File: config.mk
export PLATFORM = sky130hd
export DESIGN_NAME = varint_field_record_encoder
export DESIGN_NICKNAME = d
export VERILOG_FILES = /design/src/design/vfre_pkg.sv /design/src/design/vfre_front.sv /design/src/design/vfre_queue.sv /design/src/design/vfre_back.sv /design/src/design/varint_field_record_encoder.sv
export SDC_FILE = /design/constraint.sdc
export NUM_CORES = 1
export LEC_CHECK = 0
export ABC_AREA = 1
export BUFFER_PORTS_ARGS = -buffer_cell sky130_fd_sc_hd__buf_2
export CAP_MARGIN = 10
export CELL_PAD_IN_SITES_DETAIL_PLACEMENT = 1
export CELL_PAD_IN_SITES_GLOBAL_PLACEMENT = 2
export CORE_MARGIN = 5
export CORE_UTILIZATION = 43
export DETAILED_ROUTE_END_ITERATION = 10
export GPL_ROUTABILITY_DRIVEN = 1
export PLACE_DENSITY_LB_ADDON = 0.1
export SLEW_MARGIN = 5
export SYNTH_ARGS = -nofsm -noshare
export SYNTH_HDL_FRONTEND = slang
export SYNTH_HIERARCHICAL = 1
export SYNTH_SLANG_ARGS = --single-unit
File: constraint.sdc
create_clock -name clk_i -period 19.3 [get_ports clk_i]
set_input_delay 1.93 -clock clk_i [delete_from_list [all_inputs] [get_ports clk_i]]
set_output_delay 1.93 -clock clk_i [all_outputs]
set_load 0.01 [all_outputs]
File: src/design/vfre_pkg.sv
package vfre_pkg;

  localparam int ID_W        = 32;
  localparam int SID_W       = 8;
  localparam int VAL_W       = 64;
  localparam int GROUP_W     = 7;
  localparam int BYTE_W      = 8;
  localparam int IDLEN_W     = 3;
  localparam int VLEN_W      = 4;
  localparam int TDATA_W     = ID_W + SID_W + VAL_W;
  localparam int QUEUE_DEPTH = 2;

  localparam int ID_GROUPS  = (ID_W + GROUP_W - 1) / GROUP_W;
  localparam int VAL_GROUPS = (VAL_W + GROUP_W - 1) / GROUP_W;

  typedef struct packed {
    logic [ID_W-1:0]    id;
    logic [IDLEN_W-1:0] id_len;
    logic [VAL_W-1:0]   enc;
    logic [VLEN_W-1:0]  val_len;
  } vfre_entry_t;

endpackage

File: src/design/vfre_front.sv
module vfre_front (
  input  logic                         clk_i,
  input  logic                         rst_ni,
  input  logic                         s_axis_tvalid_i,
  output logic                         s_axis_tready_o,
  input  logic [vfre_pkg::TDATA_W-1:0] s_axis_tdata_i,
  input  logic                         s_axis_tuser_i,
  output logic                         ent_valid_o,
  input  logic                         ent_ready_i,
  output vfre_pkg::vfre_entry_t        ent_o
);
  import vfre_pkg::*;

  // The length is one more than the index of the highest group that holds a set bit.
  function automatic logic [IDLEN_W-1:0] id_groups(input logic [ID_W-1:0] v);
    logic [IDLEN_W-1:0] n;
    n = IDLEN_W'(1);
    for (int k = 1; k < ID_GROUPS; k++) begin
      if ((v >> (GROUP_W * k)) != '0) begin
        n = IDLEN_W'(k + 1);
      end
    end
    return n;
  endfunction

  function automatic logic [VLEN_W-1:0] val_groups(input logic [VAL_W-1:0] v);
    logic [VLEN_W-1:0] n;
    n = VLEN_W'(1);
    for (int k = 1; k < VAL_GROUPS; k++) begin
      if ((v >> (GROUP_W * k)) != '0) begin
        n = VLEN_W'(k + 1);
      end
    end
    return n;
  endfunction

  logic [ID_W-1:0]  long_id;
  logic [SID_W-1:0] short_id;
  logic [VAL_W-1:0] value;
  vfre_entry_t      ent_d, ent_q;
  logic             vld_q;

  assign long_id  = s_axis_tdata_i[ID_W-1:0];
  assign short_id = s_axis_tdata_i[ID_W+SID_W-1:ID_W];
  assign value    = s_axis_tdata_i[TDATA_W-1:ID_W+SID_W];

  always_comb begin
    ent_d.id = (short_id != '0) ? {{(ID_W-SID_W){1'b0}}, short_id} : long_id;
    if (s_axis_tuser_i) begin
      ent_d.enc = {value[VAL_W-2:0], 1'b0} ^ {VAL_W{value[VAL_W-1]}};
    end else begin
      ent_d.enc = value;
    end
    ent_d.id_len  = id_groups(ent_d.id);
    ent_d.val_len = val_groups(ent_d.enc);
  end

  assign s_axis_tready_o = !vld_q || ent_ready_i;
  assign ent_valid_o     = vld_q;
  assign ent_o           = ent_q;

  always_ff @(posedge clk_i or negedge rst_ni) begin
    if (!rst_ni) begin
      vld_q <= 1'b0;
    end else if (s_axis_tready_o) begin
      vld_q <= s_axis_tvalid_i;
    end
  end

  always_ff @(posedge clk_i) begin
    if (s_axis_tvalid_i && s_axis_tready_o) begin
      ent_q <= ent_d;
    end
  end

endmodule

File: src/design/vfre_queue.sv
module vfre_queue #(
  parameter int Depth = vfre_pkg::QUEUE_DEPTH
) (
  input  logic                  clk_i,
  input  logic                  rst_ni,
  input  logic                  push_valid_i,
  output logic                  push_ready_o,
  input  vfre_pkg::vfre_entry_t push_data_i,
  output logic                  pop_valid_o,
  input  logic                  pop_ready_i,
  output vfre_pkg::vfre_entry_t pop_data_o
);
  import vfre_pkg::*;

  localparam int AW = (Depth > 1) ? $clog2(Depth) : 1;
  localparam int CW = $clog2(Depth + 1);

  vfre_entry_t   mem_q [Depth];
  logic [AW-1:0] wr_ptr_q, wr_ptr_d, rd_ptr_q, rd_ptr_d;
  logic [CW-1:0] cnt_q, cnt_d;
  logic          push, pop;

  assign push_ready_o = cnt_q != CW'(Depth);
  assign pop_valid_o  = cnt_q != '0;
  assign pop_data_o   = mem_q[rd_ptr_q];
  assign push         = push_valid_i && push_ready_o;
  assign pop          = pop_valid_o && pop_ready_i;

  always_comb begin
    wr_ptr_d = wr_ptr_q;
    rd_ptr_d = rd_ptr_q;
    cnt_d    = cnt_q;
    if (push) begin
      wr_ptr_d = (wr_ptr_q == AW'(Depth - 1)) ? '0 : wr_ptr_q + AW'(1);
    end
    if (pop) begin
      rd_ptr_d = (rd_ptr_q == AW'(Depth - 1)) ? '0 : rd_ptr_q + AW'(1);
    end
    if (push && !pop) begin
      cnt_d = cnt_q + CW'(1);
    end else if (pop && !push) begin
      cnt_d = cnt_q - CW'(1);
    end
  end

  always_ff @(posedge clk_i or negedge rst_ni) begin
    if (!rst_ni) begin
      wr_ptr_q <= '0;
      rd_ptr_q <= '0;
      cnt_q    <= '0;
    end else begin
      wr_ptr_q <= wr_ptr_d;
      rd_ptr_q <= rd_ptr_d;
      cnt_q    <= cnt_d;
    end
  end

  always_ff @(posedge clk_i) begin
    if (push) begin
      mem_q[wr_ptr_q] <= push_data_i;
    end
  end

endmodule

File: src/design/vfre_back.sv
module vfre_back (
  input  logic                        clk_i,
  input  logic                        rst_ni,
  input  logic                        ent_valid_i,
  output logic                        ent_ready_o,
  input  vfre_pkg::vfre_entry_t       ent_i,
  output logic                        m_axis_tvalid_o,
  input  logic                        m_axis_tready_i,
  output logic [vfre_pkg::BYTE_W-1:0] m_axis_tdata_o,
  output logic                        m_axis_tlast_o
);
  import vfre_pkg::*;

  localparam logic [1:0] ST_IDLE = 2'd0;
  localparam logic [1:0] ST_ID   = 2'd1;
  localparam logic [1:0] ST_LEN  = 2'd2;
  localparam logic [1:0] ST_VAL  = 2'd3;

  logic [1:0]        st_q, st_d;
  logic [ID_W-1:0]   id_q, id_d;
  logic [VAL_W-1:0]  enc_q, enc_d;
  logic [VLEN_W-1:0] vlen_q, vlen_d;
  logic [VLEN_W-1:0] cnt_q, cnt_d;
  logic              out_vld_q, out_vld_d;
  logic [BYTE_W-1:0] out_byte_q, out_byte_d;
  logic              out_last_q, out_last_d;
  logic              adv;

  assign adv             = !out_vld_q || m_axis_tready_i;
  assign ent_ready_o     = st_q == ST_IDLE;
  assign m_axis_tvalid_o = out_vld_q;
  assign m_axis_tdata_o  = out_byte_q;
  assign m_axis_tlast_o  = out_last_q;

  always_comb begin
    st_d       = st_q;
    id_d       = id_q;
    enc_d      = enc_q;
    vlen_d     = vlen_q;
    cnt_d      = cnt_q;
    out_vld_d  = adv ? 1'b0 : out_vld_q;
    out_byte_d = out_byte_q;
    out_last_d = out_last_q;
    case (st_q)
      ST_IDLE: begin
        if (ent_valid_i) begin
          id_d   = ent_i.id;
          enc_d  = ent_i.enc;
          vlen_d = ent_i.val_len;
          cnt_d  = VLEN_W'(ent_i.id_len);
          st_d   = ST_ID;
        end
      end
      ST_ID: begin
        if (adv) begin
          out_vld_d  = 1'b1;
          out_byte_d = {cnt_q != VLEN_W'(1), id_q[GROUP_W-1:0]};
          out_last_d = 1'b0;
          id_d       = id_q >> GROUP_W;
          cnt_d      = cnt_q - VLEN_W'(1);
          if (cnt_q == VLEN_W'(1)) begin
            st_d = ST_LEN;
          end
        end
      end
      ST_LEN: begin
        if (adv) begin
          out_vld_d  = 1'b1;
          out_byte_d = {{(BYTE_W-VLEN_W){1'b0}}, vlen_q};
          out_last_d = 1'b0;
          cnt_d      = vlen_q;
          st_d       = ST_VAL;
        end
      end
      ST_VAL: begin
        if (adv) begin
          out_vld_d  = 1'b1;
          out_byte_d = {cnt_q != VLEN_W'(1), enc_q[GROUP_W-1:0]};
          out_last_d = cnt_q == VLEN_W'(1);
          enc_d      = enc_q >> GROUP_W;
          cnt_d      = cnt_q - VLEN_W'(1);
          if (cnt_q == VLEN_W'(1)) begin
            st_d = ST_IDLE;
          end
        end
      end
      default: begin
        st_d = ST_IDLE;
      end
    endcase
  end

  always_ff @(posedge clk_i or negedge rst_ni) begin
    if (!rst_ni) begin
      st_q      <= ST_IDLE;
      out_vld_q <= 1'b0;
    end else begin
      st_q      <= st_d;
      out_vld_q <= out_vld_d;
    end
  end

  always_ff @(posedge clk_i) begin
    id_q       <= id_d;
    enc_q      <= enc_d;
    vlen_q     <= vlen_d;
    cnt_q      <= cnt_d;
    out_byte_q <= out_byte_d;
    out_last_q <= out_last_d;
  end

endmodule

File: src/design/varint_field_record_encoder.sv
// Channel   Direction  Payload
// s_axis    in         tuser: command; tdata: long_id, short_id, value
// m_axis    out        tdata: out_byte; tlast: last
//
// A record of n bytes (n = id bytes + 1 + value bytes, from 3 to 16) occupies
// the byte serialiser: it loads the entry, then sends one byte a cycle unless m_axis stalls.
// The serialiser sets the rate; the input register and queue take new records meanwhile.
// Reset is asynchronous and active low and leaves all channels empty.
// A stall on m_axis holds the output byte and backs up into the queue and input.
module varint_field_record_encoder #(
  parameter int QueueDepth = vfre_pkg::QUEUE_DEPTH
) (
  input  logic                         clk_i,
  input  logic                         rst_ni,
  input  logic                         s_axis_tvalid_i,
  output logic                         s_axis_tready_o,
  // [31:0] long_id, [39:32] short_id, [103:40] value
  input  logic [vfre_pkg::TDATA_W-1:0] s_axis_tdata_i,
  // [0] command
  input  logic                         s_axis_tuser_i,
  output logic                         m_axis_tvalid_o,
  input  logic                         m_axis_tready_i,
  // [7:0] out_byte
  output logic [vfre_pkg::BYTE_W-1:0]  m_axis_tdata_o,
  output logic                         m_axis_tlast_o
);
  import vfre_pkg::*;

  vfre_entry_t front_ent, back_ent;
  logic        front_vld, front_rdy, back_vld, back_rdy;

  vfre_front u_front (
    .clk_i           (clk_i),
    .rst_ni          (rst_ni),
    .s_axis_tvalid_i (s_axis_tvalid_i),
    .s_axis_tready_o (s_axis_tready_o),
    .s_axis_tdata_i  (s_axis_tdata_i),
    .s_axis_tuser_i  (s_axis_tuser_i),
    .ent_valid_o     (front_vld),
    .ent_ready_i     (front_rdy),
    .ent_o           (front_ent)
  );

  vfre_queue #(
    .Depth (QueueDepth)
  ) u_queue (
    .clk_i        (clk_i),
    .rst_ni       (rst_ni),
    .push_valid_i (front_vld),
    .push_ready_o (front_rdy),
    .push_data_i  (front_ent),
    .pop_valid_o  (back_vld),
    .pop_ready_i  (back_rdy),
    .pop_data_o   (back_ent)
  );

  vfre_back u_back (
    .clk_i           (clk_i),
    .rst_ni          (rst_ni),
    .ent_valid_i     (back_vld),
    .ent_ready_o     (back_rdy),
    .ent_i           (back_ent),
    .m_axis_tvalid_o (m_axis_tvalid_o),
    .m_axis_tready_i (m_axis_tready_i),
    .m_axis_tdata_o  (m_axis_tdata_o),
    .m_axis_tlast_o  (m_axis_tlast_o)
  );

endmodule

== Word level (Yosys, flattened, before mapping) ==
Memory sizes are Yosys's and may differ from the RTL's.
Cells that the tools add are included.
Operators by class
  multiplexer cells: 46
  bitwise operators: 1
  reductions and logical operators: 43
  add/subtract/negate cells: 5
  eq/ne operators: 14
Operators with widths (number)
  $reduce_bool A64 Y1: 8
  $mux W64: 3
  $pmux W64 S2: 1
  $reduce_bool A32 Y1: 4
  $mux W32: 3
  $pmux W32 S2: 1
  $xor A64 B64 Y64: 1
  $mux W4: 8
  $mux W2: 13
  $mux W8: 3
  $pmux W8 S3: 1
  $ne A2 B1 Y1 const B: 8
  $pmux W4 S3: 1
  $reduce_and A3 Y1: 4
  $mux W1: 10
  $reduce_bool A2 Y1: 5
  $pmux W2 S4: 1
  $reduce_bool A8 Y1: 1
  $reduce_and A6 Y1: 1
  $reduce_or A2 Y1: 3
  $reduce_or A3 Y1: 2
  $logic_and A1 B1 Y1: 5
  $eq A2 B2 Y1 const B: 2
  $eq A4 B1 Y1 const B: 1
  other kinds (14): 19
Storage, ports and cells
  flip-flop bits (word level): 224
  memories kept: 1
  bits of input ports: 109
  bits in writable memories: 206
  logic and storage cells: 128
  output and inout port bits: 11
Memories
  u_queue.mem_q: words 2, width 103, rd ports 1, clocked after Yosys merged registers in 0, write ports 1, RTL line vfre_queue.sv:18  | vfre_entry_t mem_q [Depth];

== Longest topological paths before layout ==
  depth after elaboration: 11
  gate-level depth with buffers: 20
  depth with buffers taken out: 18

== Hierarchy ==
The synthesis kept the hierarchy.
Modules (own cells, without submodules)
  vfre_queue: cells each 567, area each 7728.7 um^2, instances 1, sequential area each 6286.0 um^2
  vfre_front: cells each 806, area each 6049.6 um^2, instances 1, sequential area each 3118.0 um^2
  vfre_back: cells each 507, area each 5133.7 um^2, instances 1, sequential area each 3468.3 um^2

== Least setup slack after synthesis ==
OpenSTA, ideal clock, no wires.
  kind: input -> register
  start point: input s_axis_tvalid_i
  end point: register u_front.ent_q, in the netlist u_front/ent_o[0], enable pin
  stages: 2
  setup slack: 11.761 ns
  data arrival time: 6.941 ns
  path buffers: 0
  data required time: 18.702 ns
  setup time: 0.598 ns
  path through: inv_1 a21oi_1
Between the ends
  word-level cells in the longest chain between the ends: 1
RTL lines
  start, declared: RTL line varint_field_record_encoder.sv:15  | input logic s_axis_tvalid_i,
  $logic_and A1 B1 Y1: RTL line vfre_front.sv:71  | if (s_axis_tvalid_i && s_axis_tready_o) begin
  end signal, assigned: RTL line vfre_front.sv:72  | ent_q <= ent_d;
  end, declared: RTL line vfre_front.sv:40  | vfre_entry_t ent_d, ent_q;
No other way between the ends.
A chain may end at the register's enable or synchronous reset.

==> results.tsv <==
stage	metric	value	unit
sta	drv_slew	0	
final_layout	fillers	4818	
final_layout	nNetsFinal	2105	
sta	timing.final.crit_period	4.21	ns
detailed_routing	ant_nets	0	
sta	hold_viol	0	
logic_synthesis	synth_cell_types	31	
global_routing	track_usage	19.8	%
place	dpl_cell_area	0.0199	mm2
pwr	leakagePower	9.36	nW
critical_path	worstSetupStartpoint	s_axis_tuser_i	
logic_synthesis	yosys-top-cells-area	edfxtp_1 (67%), nand2_1 (19%), inv_1 (2.8%)	
critical_path	cp_slowest_cell	inv_2	
global_routing	grt_overflow_total	0	
sta	max-slew-margin-rel	30.2	%
place	io_buffer_count	119	
clocking	cts_max_level	2	
sta	max_freq	238	MHz
logic_synthesis	avgSynthCellArea	10.1	um2
global_routing	grt_pass1_vias	13500	
critical_path	path_cells	buf_2 > inv_2 > buf_4 > nand2_1 > a21boi_0 > nor2_1 > nand2_1 > nor2_1 > nand2_1 > nor2_1 > nand2_1 > nand2_1 > nand2_1 > nand2_1 > nand2_1 > nand2_1 > nand2_1 > a21oi_1	
logic_synthesis	yosysWarnings	6	
logic_synthesis	synth_edf_count	422	
logic_synthesis	postSynthCellCount	1880	
critical_path	endpoint_kind	flip-flop	
clocking	cts-root-buf	clkbuf_16	
logic_synthesis	syn-num-nets	1997	
run	cap_violations	0	
outcome	outcome	complete, no violations	
detailed_routing	post_drt_wl_per_cell	18.1	um
global_routing	antenna_found_initial	0	
critical_path	crit_path_max_incr_delay	0.55	ns
sta	tns	0	ns
critical_path	ff2ff_setup_slack	16.27	ns
critical_path	cp_max_fo	43	
pwr	total_power	3.27	mW
final_layout	stdcell_count	2606	
final_layout	antennaDiodeCount	0	
logic_synthesis	ys_seq_elements	430	
final_layout	stdcell_area	0.0213	mm2
critical_path	r2r_end	u_back/cnt_q[0]$_DFFE_PP_	
logic_synthesis	synth_area	0.0189	mm2
clocking	clk_pin_slew	0.06	ns
sta	rsz0062_at_grt	no	
final_layout	area.growth.synth_to_final	12.7	%
sta	finalSetupViolations	0	
place	placed_cells	2524	
sta	fin_crit_sh	21.8	%
pwr	power.internal	2.18	mW
die	die_w	220	um
logic_synthesis	synth_most_common_cell	nand2_1	
place	hpwl	30.3	mm
hold_path	holdPathEnd	u_queue/mem_q[0][62]$_DFFE_PP_	
sta	fin_skew	0.0152	ns
logic_synthesis	ys_seq_area_share	68.1	%
pwr	peakVddDrop	0.126	mV
critical_path	cp.arrival	4.63	ns
pwr	clockPowerShare	25.6	%
logic_synthesis	synth_common_cells	nand2_1 (960), edfxtp_1 (422), inv_1 (143)	
final_layout	drive_above_1_share	11.1	%
clocking	cts_buffers	47	
hold_path	hold_class	flip-flop to flip-flop	
critical_path	r2r_cells	6	
die	io_pins	120	
detailed_routing	drt_first_pass_iters	4	
clocking	cts.sinks	430	
detailed_routing	vias	12800	
hold_path	holdPathStages	0	
global_routing	grt_max_degree	88	
die	initial_core_util	43.7	%
pwr	p_seq_share	48.8	%
logic_synthesis	synth_top_area_share	67.0	%
pwr	powerDensity	154	mW/mm2
detailed_routing	wirelength	47.1	mm
global_routing	grt_pass1_wl	74.6	mm
die	core	0.0433	mm2
die	rows	76	
critical_path	cp_data_required_time	19.72	ns
pwr	swShare	33.4	%
detailed_routing	drt_iter0_markers	696	
die	fp.dieH	220	um
clocking	cts_buffer_depth	3	
clocking	tritoncts	yes	
critical_path	startpoint_type	primary input	
critical_path	path_class	primary input to flip-flop	
hold_path	hold_start	u_front/ent_o[62]$_DFFE_PP_	
die	dieArea	0.0483	mm2
place	gp_congestion	0.806	
clocking	cts.repair.resized	0	
clocking	hold_buffers	0	
logic_synthesis	yosysTopAreaCell	edfxtp_1	
sta	tightest_slew	1.05	ns
detailed_routing	drcViolationCount	0	
clocking	insertion_delay	0.57	ns
critical_path	r2r-start	u_queue/rd_ptr_q$_DFFE_PN0P_	
logic_synthesis	async_flop_share	1.86	%
pwr	p_comb_share	25.6	%
critical_path	critPathMostFrequentCell	nand2_1	
pwr	p_switching	1.09	mW
logic_synthesis	ys.flop_type	edfxtp_1	
clocking	cts_setup_buffers	0	
detailed_routing	vias_per_cell	4.91	
==> layout by cell type, fill, tap and decap left out, types with 2 or more instances in the layout <==
cell type	instances
a21boi_0	2
a21oi_1	3
a31oi_1	3
a41oi_1	3
buf_2	119
buf_4	17
bufinv_16	2
clkbuf_1	9
clkbuf_16	49
clkinv_1	8
clkinv_2	12
clkinvlp_4	2
dfrtp_1	7
edfxtp_1	422
ha_1	7
inv_1	143
inv_2	6
nand2_1	960
nand2_2	2
nand3_1	79
nand4_1	10
nor2_1	99
nor2_2	6
nor2_4	4
nor3_1	6
o21ai_0	18
o21ai_1	4
xnor2_1	7
xor2_1	2
==> sequential cells by signal (all words and copies together), names as in the netlist, named ones only <==
| signal | flops |
|---|---|
| u_back/cnt_q | 4 |
| u_back/enc_q | 64 |
| u_back/id_q | 32 |
| u_back/m_axis_tdata_o | 8 |
| u_back/m_axis_tlast_o | 1 |
| u_back/st_q | 2 |
| u_back/vlen_q | 4 |
| u_front/ent_o | 103 |
| u_front/ent_valid_o | 1 |
| u_queue/cnt_q | 2 |
| u_queue/mem_q | 206 |
| u_queue/rd_ptr_q | 1 |
| u_queue/wr_ptr_q | 1 |
==> logic make-up after synthesis <==
group                    after synthesis  share of synthesized area [%]
AO/OA/AOI/OAI                         36                           1.07
XOR/XNOR                               9                          0.417
adder cells (fa/ha/maj)                8                          0.529
buffers and inverters                227                           5.78
flip-flops                           430                           68.1
AND/OR/NAND/NOR                     1170                           24.1
==> area by class of cell <==
type / count / area (um2) / share of cell area, %
clock inverters: 24 / 170 / 0.798
inverters: 150 / 563 / 2.64
well taps: 585 / 732 / 3.43
flip-flops and latches: 430 / 12900 / 60.4
multi-input cells: 1223 / 4990 / 23.4
clock buffers: 58 / 1260 / 5.91
repair buffers: 136 / 723 / 3.39
==> through the flow <==
step           utilization, %  setup slack (ns)  hold slack, ns
6_report                 49.3             15.09           0.434
5_1_grt                  49.3             14.79           0.454
4_1_cts                  49.3             15.02           0.439
3_5_place_dp             46.0             14.42           0.432
3_3_place_gp             46.0             14.44           0.422
2_1_floorplan               -             11.76           0.421
==> power groups by stage <==
stage	Sequential, mW	Clock, mW	Combinational, mW
2_1_floorplan	1.60	0	0.602
3_3_place_gp	1.60	0	0.832
3_5_place_dp	1.62	0	0.854
4_1_cts	1.60	0.866	0.861
5_1_grt	1.63	0.905	0.957
6_report	1.60	0.838	0.837
==> per-layer routing <==
layer,vias up,GRT usage [%],wire [um]
met4,0,3.93,719
met1,6299,28.5,22500
met3,49,3.23,1710
met5,-,0,0
li1,6269,-,-
met2,179,32.2,22100
==> how the worst max path moves through the flow <==
stage	endpoint	slack (ns)	cells after the start
finish	u_front/ent_o[0]$_SDFFCE_PP0P_	15.09	18
global route	u_front/ent_o[0]$_SDFFCE_PP0P_	14.79	18
CTS	u_front/ent_o[0]$_SDFFCE_PP0P_	15.02	18
detailed placement	u_front/ent_o[0]$_SDFFCE_PP0P_	14.42	18
global placement	u_front/ent_o[0]$_SDFFCE_PP0P_	14.44	18
floorplan	u_front/ent_o[0]$_SDFFCE_PP0P_	11.76	2
==> critical path, delay by kind of cell <==
| kind | cells | cell delay, ns |
|---|---|---|
| AO/OA/AOI/OAI | 2 | 0.30 |
| buffers and inverters | 3 | 1.20 |
| AND/OR/NAND/NOR | 13 | 1.19 |
No activity file was read; power rests on OpenSTA's default activity.
